`src/hdl/clcd_pkg.sv`:
```
// ----------------------------------------------------------------------------
// clcd_pkg
// Types and constants shared by the character LCD command sequencer.
// ----------------------------------------------------------------------------
package clcd_pkg;

    // request codes on the input item
    typedef enum logic [2:0] {
        OP_INIT   = 3'd0,
        OP_CHAR   = 3'd1,
        OP_ADDR   = 3'd2,
        OP_TOP    = 3'd3,
        OP_BOTTOM = 3'd4,
        OP_TOGGLE = 3'd5,
        OP_CLEAR  = 3'd6,
        OP_SCROLL = 3'd7
    } t_op;

    // shape of the command list held in the work register
    typedef enum logic [2:0] {
        K_INIT,    // nine-command power-up sequence
        K_ADDR,    // one set-address
        K_DATA,    // data write, then set-address
        K_TAB2,    // set-address 0, then set-address of the cursor
        K_CLEAR,   // clear display
        K_SCROLL   // shift display left
    } t_kind;

    // configuration register indexes
    localparam logic [1:0] REG_PULSE_US  = 2'd0;
    localparam logic [1:0] REG_CLEAR_US  = 2'd1;
    localparam logic [1:0] REG_SCROLL_US = 2'd2;

    localparam logic [15:0] CLEAR_US_RST  = 16'd1600;
    localparam logic [19:0] SCROLL_US_RST = 20'd500000;

    // LCD instruction encodings
    localparam logic [7:0] CMD_FUNC_SET = 8'h3C;
    localparam logic [7:0] CMD_DISP_OFF = 8'h08;
    localparam logic [7:0] CMD_CLEAR    = 8'h01;
    localparam logic [7:0] CMD_ENTRY    = 8'h04;
    localparam logic [7:0] CMD_SET_ADDR = 8'h80;
    localparam logic [7:0] CMD_DISP_ON  = 8'h0C;
    localparam logic [7:0] CMD_SHIFT    = 8'h18;

    localparam logic [7:0] CHAR_NEWLINE = 8'h0A;
    localparam logic [7:0] CHAR_TAB     = 8'h09;

    localparam logic [6:0] ADDR_MAX = 7'h7F;

    localparam logic [19:0] INIT_CLEAR_WAIT_US = 20'd2000;
    localparam logic [3:0]  INIT_CMDS          = 4'd9;

    function automatic logic [7:0] init_code(input logic [3:0] idx);
        logic [7:0] c;
        case (idx)
            4'd0, 4'd1, 4'd2, 4'd3: c = CMD_FUNC_SET;
            4'd4:    c = CMD_DISP_OFF;
            4'd5:    c = CMD_CLEAR;
            4'd6:    c = CMD_ENTRY;
            4'd7:    c = CMD_SET_ADDR;   // cursor is zero here
            4'd8:    c = CMD_DISP_ON;
            default: c = CMD_DISP_ON;
        endcase
        return c;
    endfunction

    function automatic logic [15:0] init_before(input logic [3:0] idx);
        logic [15:0] w;
        case (idx)
            4'd0:    w = 16'd15000;
            4'd1:    w = 16'd41000;
            4'd2:    w = 16'd100;
            default: w = 16'd0;
        endcase
        return w;
    endfunction

endpackage

```
`src/hdl/char_lcd_command_sequencer.sv`:
```
// ----------------------------------------------------------------------------
// char_lcd_command_sequencer
// Turns display requests into 8-bit character LCD commands and tracks the
// display-RAM cursor.
// ----------------------------------------------------------------------------
// The accepting edge loads the work register; the first command of a request
// then moves to the output register on an edge at which the output can advance.
// Throughput: one command per cycle unless the output stalls; a request of N
// commands (1, 2 or 9) holds the single work register until its last command;
// the next request enters in the cycle that command moves to the output register.
// Reset (synchronous, active low): cursor 0, clear wait 1600 us, scroll wait
// 500000 us, work and output registers empty.
// ----------------------------------------------------------------------------
module char_lcd_command_sequencer #(
    parameter int TAB_STEP     = 4,
    parameter int ROW_TWO_BASE = 64
) (
    input  logic        i_clk,
    input  logic        i_rst_n,
    // config write port
    input  logic        i_cfg_wen,
    input  logic [1:0]  i_cfg_index,
    input  logic [19:0] i_cfg_data,
    // request stream
    input  logic        i_s_axis_tvalid,
    output logic        o_s_axis_tready,
    input  logic [23:0] i_s_axis_tdata,  // op[2:0], char_code[10:3], target_address[17:11]
    // command stream
    output logic        o_m_axis_tvalid,
    input  logic        i_m_axis_tready,
    output logic [47:0] o_m_axis_tdata,  // code_byte[7:0], wait_before_us[23:8],
                                         // wait_after_us[43:24]
    output logic        o_m_axis_tuser,  // reg_select
    output logic        o_m_axis_tlast   // last
);

    localparam logic [7:0] STEP8 = 8'(TAB_STEP);
    localparam logic [6:0] ROW2  = 7'(ROW_TWO_BASE);

    // configuration
    logic [15:0] r_clear_us;
    logic [19:0] r_scroll_us;

    // cursor
    logic [6:0]  r_cursor, n_cursor;

    // work register
    logic                 r_w_valid;
    clcd_pkg::t_kind      r_w_kind, n_kind;
    logic [3:0]           r_w_idx;
    logic [7:0]           r_w_char;
    logic [6:0]           r_w_cur;

    // output register
    logic        r_o_valid;
    logic        r_o_rs;
    logic [7:0]  r_o_code;
    logic [15:0] r_o_before;
    logic [19:0] r_o_after;
    logic        r_o_last;

    clcd_pkg::t_op in_op;
    logic [7:0]    in_char;
    logic [6:0]    in_addr;
    logic [7:0]    tab_sum;
    logic          tab_wrap;
    logic          m_adv;
    logic          s_fire;
    logic          w_last;
    logic [3:0]    w_count;

    logic        g_rs;
    logic [7:0]  g_code;
    logic [15:0] g_before;
    logic [19:0] g_after;

    assign in_op   = clcd_pkg::t_op'(i_s_axis_tdata[2:0]);
    assign in_char = i_s_axis_tdata[10:3];
    assign in_addr = i_s_axis_tdata[17:11];

    assign tab_sum  = {1'b0, r_cursor} + STEP8;
    assign tab_wrap = tab_sum > {1'b0, clcd_pkg::ADDR_MAX};

    always_ff @(posedge i_clk) begin
        if (!i_rst_n) begin
            r_clear_us  <= clcd_pkg::CLEAR_US_RST;
            r_scroll_us <= clcd_pkg::SCROLL_US_RST;
        end else if (i_cfg_wen) begin
            case (i_cfg_index)
                clcd_pkg::REG_PULSE_US:  ; // enable timing lives in the pin driver
                clcd_pkg::REG_CLEAR_US:  r_clear_us  <= i_cfg_data[15:0];
                clcd_pkg::REG_SCROLL_US: r_scroll_us <= i_cfg_data;
                default: ;
            endcase
        end
    end

    // request decode: next cursor and command list shape
    always_comb begin
        n_cursor = r_cursor;
        n_kind   = clcd_pkg::K_ADDR;
        case (in_op)
            clcd_pkg::OP_INIT: begin
                n_cursor = '0;
                n_kind   = clcd_pkg::K_INIT;
            end
            clcd_pkg::OP_CHAR: begin
                if (in_char == clcd_pkg::CHAR_NEWLINE) begin
                    n_cursor = (r_cursor < ROW2) ? ROW2 : '0;
                end else if (in_char == clcd_pkg::CHAR_TAB) begin
                    n_cursor = tab_wrap ? STEP8[6:0] : tab_sum[6:0];
                    n_kind   = tab_wrap ? clcd_pkg::K_TAB2 : clcd_pkg::K_ADDR;
                end else begin
                    n_cursor = r_cursor + 7'd1;
                    n_kind   = clcd_pkg::K_DATA;
                end
            end
            clcd_pkg::OP_ADDR:   n_cursor = in_addr;
            clcd_pkg::OP_TOP:    n_cursor = '0;
            clcd_pkg::OP_BOTTOM: n_cursor = ROW2;
            clcd_pkg::OP_TOGGLE: n_cursor = (r_cursor < ROW2) ? ROW2 : '0;
            clcd_pkg::OP_CLEAR: begin
                n_cursor = '0;
                n_kind   = clcd_pkg::K_CLEAR;
            end
            clcd_pkg::OP_SCROLL: n_kind = clcd_pkg::K_SCROLL;
            default: ;
        endcase
    end

    always_comb begin
        case (r_w_kind)
            clcd_pkg::K_INIT: w_count = clcd_pkg::INIT_CMDS;
            clcd_pkg::K_DATA,
            clcd_pkg::K_TAB2: w_count = 4'd2;
            default:          w_count = 4'd1;
        endcase
    end

    assign w_last          = r_w_idx == (w_count - 4'd1);
    assign m_adv           = !r_o_valid || i_m_axis_tready;
    assign o_s_axis_tready = !r_w_valid || (m_adv && w_last);
    assign s_fire          = i_s_axis_tvalid && o_s_axis_tready;

    // command generation for the current work index
    always_comb begin
        g_rs     = 1'b0;
        g_code   = clcd_pkg::CMD_SET_ADDR | {1'b0, r_w_cur};
        g_before = '0;
        g_after  = '0;
        case (r_w_kind)
            clcd_pkg::K_INIT: begin
                g_code   = clcd_pkg::init_code(r_w_idx);
                g_before = clcd_pkg::init_before(r_w_idx);
                if (g_code == clcd_pkg::CMD_CLEAR) begin
                    g_after = clcd_pkg::INIT_CLEAR_WAIT_US;
                end
            end
            clcd_pkg::K_DATA: begin
                if (r_w_idx == 4'd0) begin
                    g_rs   = 1'b1;
                    g_code = r_w_char;
                end
            end
            clcd_pkg::K_TAB2: begin
                if (r_w_idx == 4'd0) begin
                    g_code = clcd_pkg::CMD_SET_ADDR;
                end
            end
            clcd_pkg::K_CLEAR: begin
                g_code  = clcd_pkg::CMD_CLEAR;
                g_after = {4'd0, r_clear_us};
            end
            clcd_pkg::K_SCROLL: begin
                g_code  = clcd_pkg::CMD_SHIFT;
                g_after = r_scroll_us;
            end
            default: ;
        endcase
    end

    always_ff @(posedge i_clk) begin
        if (!i_rst_n) begin
            r_cursor  <= '0;
            r_w_valid <= 1'b0;
            r_w_idx   <= '0;
            r_w_kind  <= clcd_pkg::K_ADDR;
        end else if (s_fire) begin
            r_cursor  <= n_cursor;
            r_w_valid <= 1'b1;
            r_w_idx   <= '0;
            r_w_kind  <= n_kind;
        end else if (m_adv && r_w_valid) begin
            if (w_last) begin
                r_w_valid <= 1'b0;
            end else begin
                r_w_idx <= r_w_idx + 4'd1;
            end
        end
    end

    always_ff @(posedge i_clk) begin
        if (s_fire) begin
            r_w_char <= in_char;
            r_w_cur  <= n_cursor;
        end
    end

    always_ff @(posedge i_clk) begin
        if (!i_rst_n) begin
            r_o_valid <= 1'b0;
        end else if (m_adv) begin
            r_o_valid <= r_w_valid;
        end
    end

    always_ff @(posedge i_clk) begin
        if (m_adv && r_w_valid) begin
            r_o_rs     <= g_rs;
            r_o_code   <= g_code;
            r_o_before <= g_before;
            r_o_after  <= g_after;
            r_o_last   <= w_last;
        end
    end

    assign o_m_axis_tvalid = r_o_valid;
    assign o_m_axis_tdata  = {4'd0, r_o_after, r_o_before, r_o_code};
    assign o_m_axis_tuser  = r_o_rs;
    assign o_m_axis_tlast  = r_o_last;

    // work index never runs past the list length
    a_idx_in_range: assert property (@(posedge i_clk) disable iff (!i_rst_n)
        r_w_valid |-> (r_w_idx < w_count))
        else $error("work index past end of command list");

    // an accepted request always lands in the work register
    a_fire_loads: assert property (@(posedge i_clk) disable iff (!i_rst_n)
        s_fire |=> (r_w_valid && r_w_idx == 4'd0))
        else $error("accepted request not loaded");

    // a clear request homes the cursor
    a_clear_homes: assert property (@(posedge i_clk) disable iff (!i_rst_n)
        (s_fire && in_op == clcd_pkg::OP_CLEAR) |=> (r_cursor == 7'd0))
        else $error("cursor not homed by clear");

    // last command leaving with no new request empties the work register
    a_last_frees: assert property (@(posedge i_clk) disable iff (!i_rst_n)
        (m_adv && r_w_valid && w_last && !s_fire) |=> !r_w_valid)
        else $error("work register not freed after last command");

    // output register only carries tlast for the final command of a request
    a_last_matches: assert property (@(posedge i_clk) disable iff (!i_rst_n)
        (m_adv && r_w_valid) |=> (r_o_last == $past(w_last)))
        else $error("tlast does not match end of command list");

endmodule
```
`config.mk`:
```
export PLATFORM = sky130hd
export DESIGN_NAME = char_lcd_command_sequencer
export DESIGN_NICKNAME = d
export VERILOG_FILES = /design/src/hdl/clcd_pkg.sv /design/src/hdl/char_lcd_command_sequencer.sv
export SDC_FILE = /design/constraint.sdc
export NUM_CORES = 1
export LEC_CHECK = 0
export BUFFER_PORTS_ARGS = -buffer_cell sky130_fd_sc_hd__buf_2
export CAP_MARGIN = 15
export CORE_UTILIZATION = 59
export CTS_CLUSTER_SIZE = 30
export DETAILED_ROUTE_END_ITERATION = 8
export PLACE_DENSITY = 0.91
export SLEW_MARGIN = 20
export SYNTH_ARGS = -nofsm -noshare
export SYNTH_HDL_FRONTEND = slang
export SYNTH_SLANG_ARGS = --single-unit
```
`constraint.sdc`:
```
create_clock -name i_clk -period 3.1 [get_ports i_clk]
set_input_delay 0.155 -clock i_clk [delete_from_list [all_inputs] [get_ports i_clk]]
set_output_delay 0.155 -clock i_clk [all_outputs]
set_load 0.02 [all_outputs]
```
==> After elaboration in Yosys (flattened, before gate mapping) <==
Memory sizes are Yosys's and may differ from the RTL's. A register that Yosys moved wholly into a read port is not among the register bits.
Cells that the tools add are included.
Widths: inputs -> output; s select.
{ "totals": {"ff_bits": 113, "mem_bits_ro": 96, "input_bits": 51, "out_inout_bits": 52, "wordCells": 84, "mem_count": 1} }
{ "classes": {"n_addsub": 4, "n_lt_le_gt_ge": 2, "eq_ne": 19, "n_mux": 23, "n_bitwise": 2, "reduce_logical": 19} }
{ "memory_table": {"columns": ["name", "depth", "width", "rd", "rd_clocked_by_memory_dff", "write_ports", "line_no", "rtl"], "rows": [
  ["(no name shown)", 16, 6, 1, 1, 0, "clcd_pkg.sv:56", "case (idx)"]
]} }
{ "op_table": {"columns": ["operator", "n"], "rows": [
  ["$pmux 20 s3", 1],
  ["$pmux 16 s3", 1],
  ["$pmux 8 s5", 1],
  ["$mux 7", 5],
  ["$pmux 7 s5", 1],
  ["$eq 3x3->1 const B", 6],
  ["$eq 8x4->1 const B", 2],
  ["$mux 8", 2],
  ["$eq 3x2->1 const B", 4],
  ["$pmux 3 s4", 1],
  ["$mux 11", 1],
  ["$add 7x3->8 const B", 1],
  ["$eq 8x1->1 const B", 1],
  ["$gt 8x7->1 const B", 1],
  ["$mux 4", 2],
  ["$pmux 4 s2", 1],
  ["$reduce_and 2->1", 4],
  ["$add 7x1->7 const B", 1],
  ["$lt 7x7->1 const B", 1],
  ["$logic_not 3->1", 2],
  ["$mux 2", 3],
  ["$add 4x1->4 const B", 1],
  ["$eq 4x1->1 const B", 1],
  ["$eq 4x2->1 const B", 1],
  ["other kinds (14)", 24]
]} }

==> Depth between registers and ports, before layout <==
Gate-level depths: netlist (run 1).
{ "depth": {"depth_word": 10, "depth_mapped": 8, "depth_no_buf": 7} }

==> Least setup slack after synthesis (run 1) <==
OpenSTA, ideal clock, no wires.
{ "synth_path": {"path_kind": "register -> register", "start": "reg r_w_idx[0]", "end": "reg r_o_code[2], data pin", "setup_time_ps": 262, "t_arrival_ps": 1832, "required_ps": 2838, "slack_ps": 1007, "path_stages_with_launch": 9, "n_path_buf": 1, "period_less_slack_ps": 2093, "path_cell_list": "dfxtp_1 buf_2 inv_1 ha_1 or4b_1 nand2_1 o21ai_1 a222oi_1 inv_1"} }
{ "synth_between": {"elab_chain_len": 3, "elab_cells_between_ends": 4, "classes_between": "3 x mux; 1 x reduce/logical"} }
{ "synth_lines": {"columns": ["item", "line_no", "rtl"], "rows": [
  ["start, declared", "char_lcd_command_sequencer.sv:50", "logic [3:0] r_w_idx;"],
  ["start signal, assigned", "char_lcd_command_sequencer.sv:197", "r_w_idx <= r_w_idx + 4'd1;"],
  ["$logic_not 4->1 (*)", "char_lcd_command_sequencer.sv:160, char_lcd_command_sequencer.sv:166", null],
  ["$mux 7 or $mux 8 (tied branches)", "char_lcd_command_sequencer.sv:166, char_lcd_command_sequencer.sv:160", null],
  ["$pmux 8 s5 (*)", "char_lcd_command_sequencer.sv:151", "case (r_w_kind)"],
  ["via g_code[2]", "char_lcd_command_sequencer.sv:73", "logic [7:0] g_code;"],
  ["end signal, assigned", "char_lcd_command_sequencer.sv:220", "r_o_code <= g_code;"],
  ["end, declared", "char_lcd_command_sequencer.sv:57", "logic [7:0] r_o_code;"]
]} }
Mark *: on every way through the listed nets, which the timed path passes. The rest lies on a longest branch.
A chain may end at the register's enable or synchronous reset.

==> Final worst setup path (run 1) <==
{ "layout_path": {"start": "reg r_w_kind[0]", "end": "reg r_cursor[2]"} }
{ "layout_between": {"elab_chain_len": 8, "elab_cells_between_ends": 10, "classes_between": "1 x add/sub; 3 x eq/ne; 1 x mux; 5 x reduce/logical"} }
{ "layout_lines": {"columns": ["item", "line_no", "rtl"], "rows": [
  ["start, declared", "char_lcd_command_sequencer.sv:49", "clcd_pkg::t_kind r_w_kind, n_kind;"],
  ["start signal, assigned", "char_lcd_command_sequencer.sv:187", "r_w_kind <= clcd_pkg::K_ADDR;"],
  ["start signal, assigned", "char_lcd_command_sequencer.sv:192", "r_w_kind <= n_kind;"],
  ["$eq 3x2->1", "char_lcd_command_sequencer.sv:132", "case (r_w_kind)"],
  ["$reduce_or 2->1", "char_lcd_command_sequencer.sv:132", null],
  ["$pmux 4 s2 (*)", "char_lcd_command_sequencer.sv:132", null],
  ["$sub 4x1->4 (*)", "char_lcd_command_sequencer.sv:140", "assign w_last = r_w_idx == (w_count - 4'd1);"],
  ["$eq 4x4->1 (*)", "char_lcd_command_sequencer.sv:140", null],
  ["$logic_and 1x1->1 (*)", "char_lcd_command_sequencer.sv:142", "assign o_s_axis_tready = !r_w_valid || (m_adv && w_last);"],
  ["$logic_or 1x1->1 (*)", "char_lcd_command_sequencer.sv:142", null],
  ["$logic_and 1x1->1 (*)", "char_lcd_command_sequencer.sv:143", "assign s_fire = i_s_axis_tvalid && o_s_axis_tready;"],
  ["via s_fire", "char_lcd_command_sequencer.sv:68", "logic s_fire;"],
  ["end signal, assigned", "char_lcd_command_sequencer.sv:189", "r_cursor <= n_cursor;"],
  ["end, declared", "char_lcd_command_sequencer.sv:45", "logic [6:0] r_cursor, n_cursor;"]
]} }
Marks and branches as above.

==> results of run 1 <==
-- stage by stage --
step | util [%] | instance area (sq um)
floorplan | - | 4960
global placement | 67.0 | 5290
detailed placement | 67.0 | 5290
CTS | 70.0 | 5520
global route | 70.3 | 5540
finish | 70.3 | 5540
-- power by group --
group / switching (mW) / total, mW / leakage, nW / internal, mW
sequential: 0.0478 / 1.61 / 0.966 / 1.57
combinational: 0.233 / 0.361 / 1.13 / 0.128
clock: 0.495 / 0.805 / 0.0952 / 0.310
total: 0.776 / 2.78 / 2.19 / 2.00
-- per-layer routing --
metal  vias up  share of wire [%]  routed length [um]
li1       1878                  -                   -
met1      1835                 40                4320
met2       215                 50                5370
met3        21                8.5                 918
met4         0                2.0                 221
met5         -                  0                   0
-- worst register-to-register path: stages, from the launching register on --
cell and delay [ns]:
dfxtp_1 0.40, nor3_4 0.52, xnor2_4 0.16, a32oi_4 0.53
inv_2 0.36, o221a_2 0.36
-- worst paths after layout --
path                                   endpoint           start  slack [ns]  depth (start not counted)
worst max-delay path                r_cursor[2]     r_w_kind[0]        0.69                          5
worst min-delay path            r_scroll_us[17]  i_cfg_data[17]       0.005                          3
worst max register to register      r_cursor[2]     r_w_kind[0]        0.69                          5
worst min register to register   r_clear_us[11]  r_clear_us[11]        0.46                          2
-- synth_stat cells, types with 3 or more instances --
master	number	area share (%)
a21oi_1	47	4.8
a221o_1	6	1.2
a221oi_1	3	0.53
a22o_1	13	2.3
a311o_1	4	0.81
a31oi_1	7	0.89
and2_1	6	0.76
and3_1	8	1.0
buf_2	3	0.30
buf_4	16	2.4
buf_6	4	0.91
clkbuf_1	21	1.6
dfxtp_1	57	23
edfxtp_1	50	30
ha_1	6	1.5
inv_1	14	1.1
nand2_1	104	7.9
nand2b_1	3	0.38
nand3_1	22	2.2
nor2_1	14	1.1
nor2b_1	5	0.63
nor3_1	4	0.41
o21a_1	3	0.46
o21ai_0	5	0.51
xnor2_1	3	0.53
-- area by class of cell --
type                            count  area [sq um]  share of cell area, %
Clock buffer                       10           128                   2.30
Tap cell                          102           128                   2.30
Multi-Input combinational cell    330          2000                   36.2
Sequential cell                   107          2640                   47.7
Clock inverter                      6          55.1                  0.993
Inverter                           15          56.3                   1.02
Timing Repair Buffer               97           528                   9.53
-- sequential cells by signal (all words and copies together) (netlist names), 5 cells and up, named ones only --
signal and cells:
r_o_before 5, r_w_char 8, r_o_after 20, r_cursor 7, r_w_cur 7, r_o_code 8, r_scroll_us 20, r_clear_us 16
-- cell families (layout without fill, tap and decap cells) --
| group | Yosys count | after routing | share of synthesized area (%) |
|---|---|---|---|
| AND/OR/NAND/NOR | 187 | 187 | 18.4 |
| AO/OA/AOI/OAI | 120 | 120 | 17.9 |
| flip-flops | 107 | 107 | 53.6 |
| buffers and inverters | 60 | 128 | 6.47 |
| adder cells (fa/ha/maj) | 6 | 6 | 1.52 |
| XOR/XNOR | 6 | 6 | 1.60 |
| multiplexers | 2 | 2 | 0.406 |
| other | 1 | 9 | 0.0760 |
-- what timing repair did --
item,CTS,global route
setup endpoints to repair,0,0
hold buffers,5,2
hold endpoints to repair,5,2
==> impl_results.md, run 1 <==
- Root Buffer: clkbuf_8
- Peak supply drop: 0.000243 V
- Routing usage on met1: 32.5%
- Cts repair resizes: 0
- Synthesis-stage register bit count: 107
- Final period util: 77.8%
- Total gr overflow: 0
- Top FF cell, synth: dfxtp_1
- Post-Syn Area: 0.00493 sq mm
- Number of synthesized flops with an enable pin: 50
- Sinks on the clock net: 107
- Placement Setup Slack: 0.694 ns
- FMAX: 0.415 GHz
- Die ar.: 0.00873 sq mm
- Dpl hpwl: 7430 um
- Core Area: 0.00789 sq mm
- Io pins: 103
- Mapped Cells: 489
- Post-route DRC: 0
- Pwr dens: 502 mW/mm^2
- Register area share after synthesis: 53.6%
- Fill cell count: 580
- Starting DRC count in detailed routing: 254
- Ys Warns: 0
- GRT met3 Usage: 5.69%
- CTS tree: done
- Ant diodes: 0
- Final WL: 10,800 um
- Avg WL per Cell: 16.2 um
- Final slew viol count: 0
- CP max-delay cell: a32oi_4
- Starting Density: 62.5%
- Crit path DAT: 2.68 ns
- Area grow syn2layout: 12.3%
- Clock Skew: 0.0227 ns
- Status: finished, final reports clean
- Post-CTS setup buffers: 0
- Most Used Layer, Global Route: met2
- Routability Congestion: 0.870
- Vias in the first global route: 3,693
- Tmin final: 2.41 ns
- CP delay by family, top: compound AO/OA/AOI/OAI gates
- Placed Cells incl. Taps: 644
- Crit-path max cell delay: 0.53 ns
- Hold Slack: 0.00464 ns
- First-pass GRT wire length: 17,300 um
- Clock Tree Buf Depth: 2
- CP bufs+invs: 1
- TritonCTS buffer count: 9
- Actual slew at the worst max-slew pin: 1.11 ns
- Worst setup SP type: flip-flop
- Total track usage: 25.6%
- Largest net degree at the start of global routing: 34
- M2 GR Usage: 42.8%
- Max-cap viol count: 0
- Final setup viols: 0
- Crit end category: flip-flop
- Crit-path cells: nor3_4 -> xnor2_4 -> a32oi_4 -> inv_2 -> o221a_2
- Pre-antenna DRT Iters: 5
- Layout cells sized above 1: 22.3%
- Slew Limit Headroom: 25.7%
- Setup tns final: 0 ns
- Die width: 93.4 um
- Clock transition at path regs: 0.12 ns
- Crit path required time: 3.37 ns
- Clk Latency, worst-skew pair: 0.38 ns
- Via-to-Cell Ratio: 5.92
- H-tree depth: 3
- Overall power: 2.78 mW
- Via count: 3,949
- RSZ-0062 raised after global routing: no
- Initial antenna violation count: 0
- Fin cells: 667
- Row cnt: 32
- WS Path Type: flip-flop to flip-flop
- Static leakage: 2.19 nW
- Critical path fanouts, max: 24
- Die Ht: 93.4 um
- Final #Nets: 617
- Synthesized area per cell: 10.1 sq um
- I/O Buffers: 87
- Post-synthesis async set-or-reset flop share: 0%
- Post-synth cell types: 74
- Hold Fails Final Rpt: 0
- Hold/Removal Path Class: input port to flip-flop
- Post-route ant nets: 0
- Most frequent cells in the layout: nand2_1 (104), buf_2 (87), dfxtp_1 (57)
- Final worst setup slack: 0.689 ns
- Commonest non-fill, non-tap cell in the layout: nand2_1
Power figures use the tool's default switching activity.
==> run 2, diff against run 1 <==
--- a/config.mk
+++ b/config.mk
@@ -7,10 +7,10 @@
 export LEC_CHECK = 0
 export BUFFER_PORTS_ARGS = -buffer_cell sky130_fd_sc_hd__buf_2
 export CAP_MARGIN = 15
-export CORE_UTILIZATION = 59
+export CORE_UTILIZATION = 55
 export CTS_CLUSTER_SIZE = 30
 export DETAILED_ROUTE_END_ITERATION = 8
-export PLACE_DENSITY = 0.91
+export PLACE_DENSITY = 0.86
 export SLEW_MARGIN = 20
 export SYNTH_ARGS = -nofsm -noshare
 export SYNTH_HDL_FRONTEND = slang
==> constraint.sdc (replaced) <==
create_clock -name i_clk -period 2.4 [get_ports i_clk]
set_input_delay 0.12 -clock i_clk [delete_from_list [all_inputs] [get_ports i_clk]]
set_output_delay 0.12 -clock i_clk [all_outputs]
set_load 0.02 [all_outputs]
==> run 2 against run 1 <==
Die area rose by 7.1%. Combinational power rose by 45%. Critical path depth rose by 2. Via count rose by 4.3%. Setup slack got worse by 0.52 ns. Non-clock buffer count rose by 30. Final area rose by 5.0%. Flip-flop and latch count did not move. Clock skew fell by 0.0041 ns. Sequential power rose by 29%. Routed wire length rose by 8.4%.
==> impl_results.md, run 2 (synthesis gave the netlist of run 1 again) <==
- Status: finished, final reports clean
- Pre-antenna DRT Iters: 5
- Pwr dens: 630 mW/mm^2
- Routing usage on met1: 32.5%
- Via-to-Cell Ratio: 5.86
- CP bufs+invs: 2
- RSZ-0062 raised after global routing: no
- Clk Latency, worst-skew pair: 0.38 ns
- Most Used Layer, Global Route: met2
- Slew Limit Headroom: 42.0%
- Root Buffer: clkbuf_8
- Max-cap viol count: 0
- Total gr overflow: 0
- Worst reg2reg path startpoint: r_w_idx[0]
- Most used cell, CP: inv_1
- Sinks on the clock net: 107
- WS Path Type: flip-flop to flip-flop
- Actual slew at the worst max-slew pin: 0.868 ns
- Hold Fails Final Rpt: 0
- Worst setup SP type: flip-flop
- M2 GR Usage: 42.3%
- Hold/Removal Path Class: input port to flip-flop
- I/O Buffers: 87
- Final period util: 92.9%
- Layout cells sized above 1: 22.9%
- Core Area: 0.00872 sq mm
- Setup tns final: 0 ns
- CP max-delay cell: or4b_1
- Fill cell count: 634
- Row cnt: 34
- Design area: 0.00582 sq mm
- Post-route ant nets: 0
- Die Ht: 96.7 um
- GRT met3 Usage: 4.41%
- Via count: 4,119
- WP depth: 7
- Total track usage: 25.4%
- Worst r2r dst: r_o_code[2]
- CP Launch Point: r_w_idx[0]
- Die width: 96.7 um
- Commonest non-fill, non-tap cell in the layout: nand2_1
- Static leakage: 2.32 nW
- H-tree depth: 3
- Final #Nets: 647
- Largest net degree at the start of global routing: 31
- Clock transition at path regs: 0.10 ns
- Final setup viols: 0
- CP delay by family, top: simple AND/OR/NAND/NOR gates
- Crit-path cells: inv_1 -> ha_1 -> or4b_1 -> nand2_1 -> o21ai_1 -> a222oi_1 -> inv_1
- Peak supply drop: 0.000397 V
- Hold Slack: 0.0284 ns
- Starting DRC count in detailed routing: 310
- CTS tree: done
- Initial antenna violation count: 0
- Critical path fanouts, max: 7
- Crit path required time: 2.52 ns
- Vias in the first global route: 3,963
- Dpl cell area: 0.00535 sq mm
- Starting Density: 56.6%
- Clock Tree Buf Depth: 2
- Crit end category: flip-flop
- Crit path DAT: 2.35 ns
- Tmin final: 2.23 ns
- Critical path endpoint: r_o_code[2]
- Clock Skew: 0.0186 ns
- FF-to-FF path depth: 7
- Crit-path max cell delay: 0.53 ns
- Most frequent cells in the layout: nand2_1 (104), buf_2 (87), dfxtp_1 (57)
- Cts repair resizes: 0
- Dpl hpwl: 7630 um
- Setup slack, reg-to-reg: 0.17 ns
- Post-route DRC: 0
- Final WL: 11,700 um
- Io pins: 103
- Area grow syn2layout: 17.9%
- Routability Congestion: 0.995
- Avg WL per Cell: 16.7 um
- FMAX: 0.449 GHz
- Die ar.: 0.00935 sq mm
- Regs by FF count: r_o_after (20), r_scroll_us (20), r_clear_us (16)
- First-pass GRT wire length: 19,200 um
- Ant diodes: 0
- Final slew viol count: 0
- TritonCTS buffer count: 9
[run 2: worst min path at each step]
stage / from / to / slack, ns / cells after the start
after floorplan: i_s_axis_tdata[3] / r_w_char[0] / 0.22 / 0
after global placement: i_s_axis_tdata[5] / r_w_char[2] / 0.33 / 1
after global routing: i_s_axis_tvalid / r_w_valid / 0.04 / 3
after detailed placement: i_s_axis_tdata[5] / r_w_char[2] / 0.33 / 1
after CTS: i_s_axis_tvalid / r_w_valid / 0.02 / 3
final: i_s_axis_tvalid / r_w_valid / 0.03 / 3
[run 2: report_power, final]
part	internal, mW	switching, mW
registers	2.02	0.0627
logic	0.204	0.319
clock network	0.399	0.659
[run 2: layer usage]
metal  up-vias  share of wire (%)
met4         0                1.8
met3        22                6.6
met1      1964                 41
li1       1939                  -
met5         -                  0
met2       194                 51
[run 2: area by class of cell]
| cell class | instances | area, sq um | share of cell area, % |
|---|---|---|---|
| timing repair buffer | 127 | 801 | 13.8 |
| sequential | 107 | 2640 | 45.4 |
| clock inverter | 6 | 53.8 | 0.925 |
| multi-input combinational | 330 | 2000 | 34.4 |
| tap | 108 | 135 | 2.32 |
| inverter | 15 | 56.3 | 0.968 |
| clock buffer | 10 | 128 | 2.19 |
[run 2: timing repair]
action / in CTS / in global routing
setup endpoints to repair: 0 / 2
hold buffers: 26 / 0
endpoints found under the hold margin: 41 / 0
setup buffers: 0 / 4
[run 2: stage by stage]
step / util [%] / instances / power, mW / setup slack, ns
4_1_cts: 66.4 / 699 / 3.65 / 0.157
2_1_floorplan: - / 497 / 2.45 / 0.307
6_report: 66.7 / 703 / 3.67 / 0.171
3_3_place_gp: 61.3 / 657 / 2.57 / 0.308
5_1_grt: 66.7 / 703 / 3.79 / 0.125
3_5_place_dp: 61.3 / 657 / 2.59 / 0.225
[run 2: worst min-delay path: stages]
cell     delay (ns)
buf_2          0.13
inv_1          0.05
a21oi_1        0.05
==> run 3, diff against run 2 <==
--- a/config.mk
+++ b/config.mk
@@ -5,12 +5,14 @@
 export SDC_FILE = /design/constraint.sdc
 export NUM_CORES = 1
 export LEC_CHECK = 0
+export ABC_AREA = 1
 export BUFFER_PORTS_ARGS = -buffer_cell sky130_fd_sc_hd__buf_2
 export CAP_MARGIN = 15
-export CORE_UTILIZATION = 55
+export CORE_MARGIN = 4
+export CORE_UTILIZATION = 54
 export CTS_CLUSTER_SIZE = 30
 export DETAILED_ROUTE_END_ITERATION = 8
-export PLACE_DENSITY = 0.86
+export PLACE_DENSITY = 0.85
 export SLEW_MARGIN = 20
 export SYNTH_ARGS = -nofsm -noshare
 export SYNTH_HDL_FRONTEND = slang
==> run 3 against run 2 <==
Sequential power barely moved. Via count grew 2.2%. Cell count is 9.5% higher. Largest cell class unchanged. Clock skew grew 0.0046 ns. Combinational power down 13%. Routed wire length down 1.7%. Global-route usage shrank 3.2 points. Sequential share of layout area rose by 0.52 points. Critical path type unchanged. Setup slack gained 0.20 ns. Maximum frequency is 10% higher. Critical path depth unchanged. Total power fell by 2.8%.
==> impl_results.md, run 3 <==
- Commonest non-fill, non-tap cell in the layout: nand2_1
- Final period util: 84.4%
- Hold Fails Final Rpt: 0
- FMAX: 0.494 GHz
- Clock Tree Buf Depth: 2
- Peak supply drop: 0.000337 V
- Synthesized area per cell: 8.77 sq um
- Initial antenna violation count: 0
- Post-synthesis async set-or-reset flop share: 0%
- Io pins: 103
- Routability Congestion: 0.879
- H-tree depth: 3
- Worst reg2reg path startpoint: r_w_kind[1]
- Final worst setup slack: 0.374 ns
- TritonCTS buffer count: 9
- Number of synthesized flops with an enable pin: 50
- Register area share after synthesis: 54.6%
- Worst setup SP type: flip-flop
- Final WL: 11,500 um
- Max-cap viol count: 0
- CTS tree: done
- Fin cells: 770
- Final slew viol count: 0
- Via count: 4,210
- Die Ht: 103 um
- Most frequent cell after synthesis: nand2_1
- List of most frequent post-synthesis cells: nand2_1 (100), nor2_1 (67), dfxtp_1 (57)
- Placement Setup Slack: 0.438 ns
- Root Buffer: clkbuf_8
- Hold/Removal Path Class: input port to flip-flop
- Worst hold start: i_cfg_data[4]
- Mapped Cells: 552
- Core Area: 0.00872 sq mm
- Synth top area share: 31.0%
- Layout cells sized above 1: 19.9%
- Total gr overflow: 0
- Die ar.: 0.0105 sq mm
- Setup slack, reg-to-reg: 0.37 ns
- Top FF cell, synth: dfxtp_1
- Dpl cell area: 0.00532 sq mm
- Critical path fanouts, max: 15
- FF-to-FF path depth: 7
- Crit path required time: 2.41 ns
- Multi-input logic area: 0.00182 sq mm
- Largest net degree at the start of global routing: 37
- Pwr dens: 620 mW/mm^2
- Total track usage: 22.2%
- Dpl hpwl: 7810 um
- Actual slew at the worst max-slew pin: 0.953 ns
- Tmin final: 2.03 ns
- Starting DRC count in detailed routing: 296
- Row cnt: 34
- Post-synth cell types: 39
- Design area: 0.00575 sq mm
- Regs by FF count: r_o_after (20), r_scroll_us (20), r_clear_us (16)
- Hold Slack: 0.00788 ns
- Post-route ant nets: 0
- Post-Syn Area: 0.00484 sq mm
- Register area: 0.00264 sq mm
- Placed Cells incl. Taps: 729
- Vias in the first global route: 3,966
- Ant diodes: 0
- Post-CTS setup buffers: 0
- WHS Endpoint: r_scroll_us[4]
- Static leakage: 2.59 nW
- Setup tns final: 0 ns
- Crit end category: flip-flop
- First-pass GRT wire length: 18,300 um
- Status: finished, final reports clean
- RSZ-0062 raised after global routing: no
- Area grow syn2layout: 18.9%
- Post-route DRC: 0
- Clk Latency, worst-skew pair: 0.38 ns
- Die width: 103 um
- I/O Buffers: 87
- WS Path Type: flip-flop to flip-flop
- Cts repair resizes: 0
- Hold Crit Depth: 3
- Final setup viols: 0
- Synth area leaders: edfxtp_1 (31%), dfxtp_1 (24%), nand2_1 (7.8%)
- Ys Warns: 0
- Starting Density: 55.5%
- Pre-antenna DRT Iters: 5
- Post-synth top area cell: edfxtp_1
- Clock transition at path regs: 0.10 ns
- Synthesis-stage register bit count: 107
- Final #Nets: 714
- Most frequent cells in the layout: nand2_1 (100), buf_2 (87), nor2_1 (67)
- Via-to-Cell Ratio: 5.47
- Clock Skew: 0.0232 ns
- Crit path DAT: 2.04 ns
- Worst r2r dst: r_w_cur[3]
- Avg WL per Cell: 15.0 um
- Fill cell count: 653
- Sinks on the clock net: 107
- Slew Limit Headroom: 36.3%
[run 3: changes by cell type after synthesis, sizes merged, moves of 9 or more]
cell | before | now
a22o | 13 | 0
nor2 | 14 | 73
and3 | 9 | 0
nand4 | 0 | 11
a21oi | 47 | 18
o211ai | 1 | 11
inv | 15 | 57
o21ai | 7 | 50
nand3 | 22 | 56
[run 3: logic make-up (layout without fill, tap and decap cells)]
family | after synthesis | after routing | synth area share (%)
adder cells (fa/ha/maj) | 6 | 6 | 1.55
buffers and inverters | 93 | 195 | 8.64
other | 1 | 9 | 0.0775
AO/OA/AOI/OAI | 84 | 84 | 9.90
AND/OR/NAND/NOR | 255 | 255 | 24.1
flip-flops | 107 | 107 | 54.6
XOR/XNOR | 6 | 6 | 1.09
[run 3: timing repair]
| action | CTS | global route |
|---|---|---|
| endpoints found under the hold margin | 27 | 1 |
| hold buffers | 24 | 1 |
| endpoints found under the setup margin | 0 | 0 |
[run 3: report_power, final]
group          internal, mW  switching [mW]  total (mW)
registers              2.01          0.0432        2.05
logic                 0.155           0.299       0.454
clock network         0.404           0.651        1.06
[run 3: critical path: stages, from the launching register on]
cell and delay, ns:
dfxtp_1 0.38, nor2_4 0.26, nand3_1 0.13, nand2_2 0.13, nand3_2 0.11, nand2_4 0.14, nand2_8 0.09, inv_1 0.43
[run 3: cell type report]
cell class / instances / area share (%)
multi-input combinational: 360 / 31.6
inverter: 59 / 3.89
clock buffer: 10 / 2.22
timing repair buffer: 120 / 13.0
sequential: 107 / 45.9
tap: 108 / 2.35
clock inverter: 6 / 1.00
[run 3: layer usage]
layer  GRT usage, %  wire length [um]  vias up
met5              0                 0        -
met4           10.7               366        0
met3           4.40               963       37
met2           37.5              5620      221
met1           27.3              4590     1928
li1               -                 -     2024
[run 3: through the flow]
stage	power (mW)	util, %
floorplan	2.37	-
global placement	2.49	61.0
detailed placement	2.51	61.0
CTS	3.56	65.8
global route	3.71	66.0
finish	3.56	66.0
[run 3: how the worst max path moves through the flow]
stage                          from             to  slack (ns)  cells past startpoint
floorplan           o_m_axis_tvalid      flip-flop        0.21                      6
global placement        r_w_kind[1]    r_w_char[1]        0.48                      7
detailed placement        i_cfg_wen  r_clear_us[0]        0.44                      6
global route            r_w_kind[1]     r_w_cur[3]        0.25                      7
finish                  r_w_kind[1]     r_w_cur[3]        0.37                      7
CTS                     r_w_kind[1]     r_w_cur[3]        0.40                      7
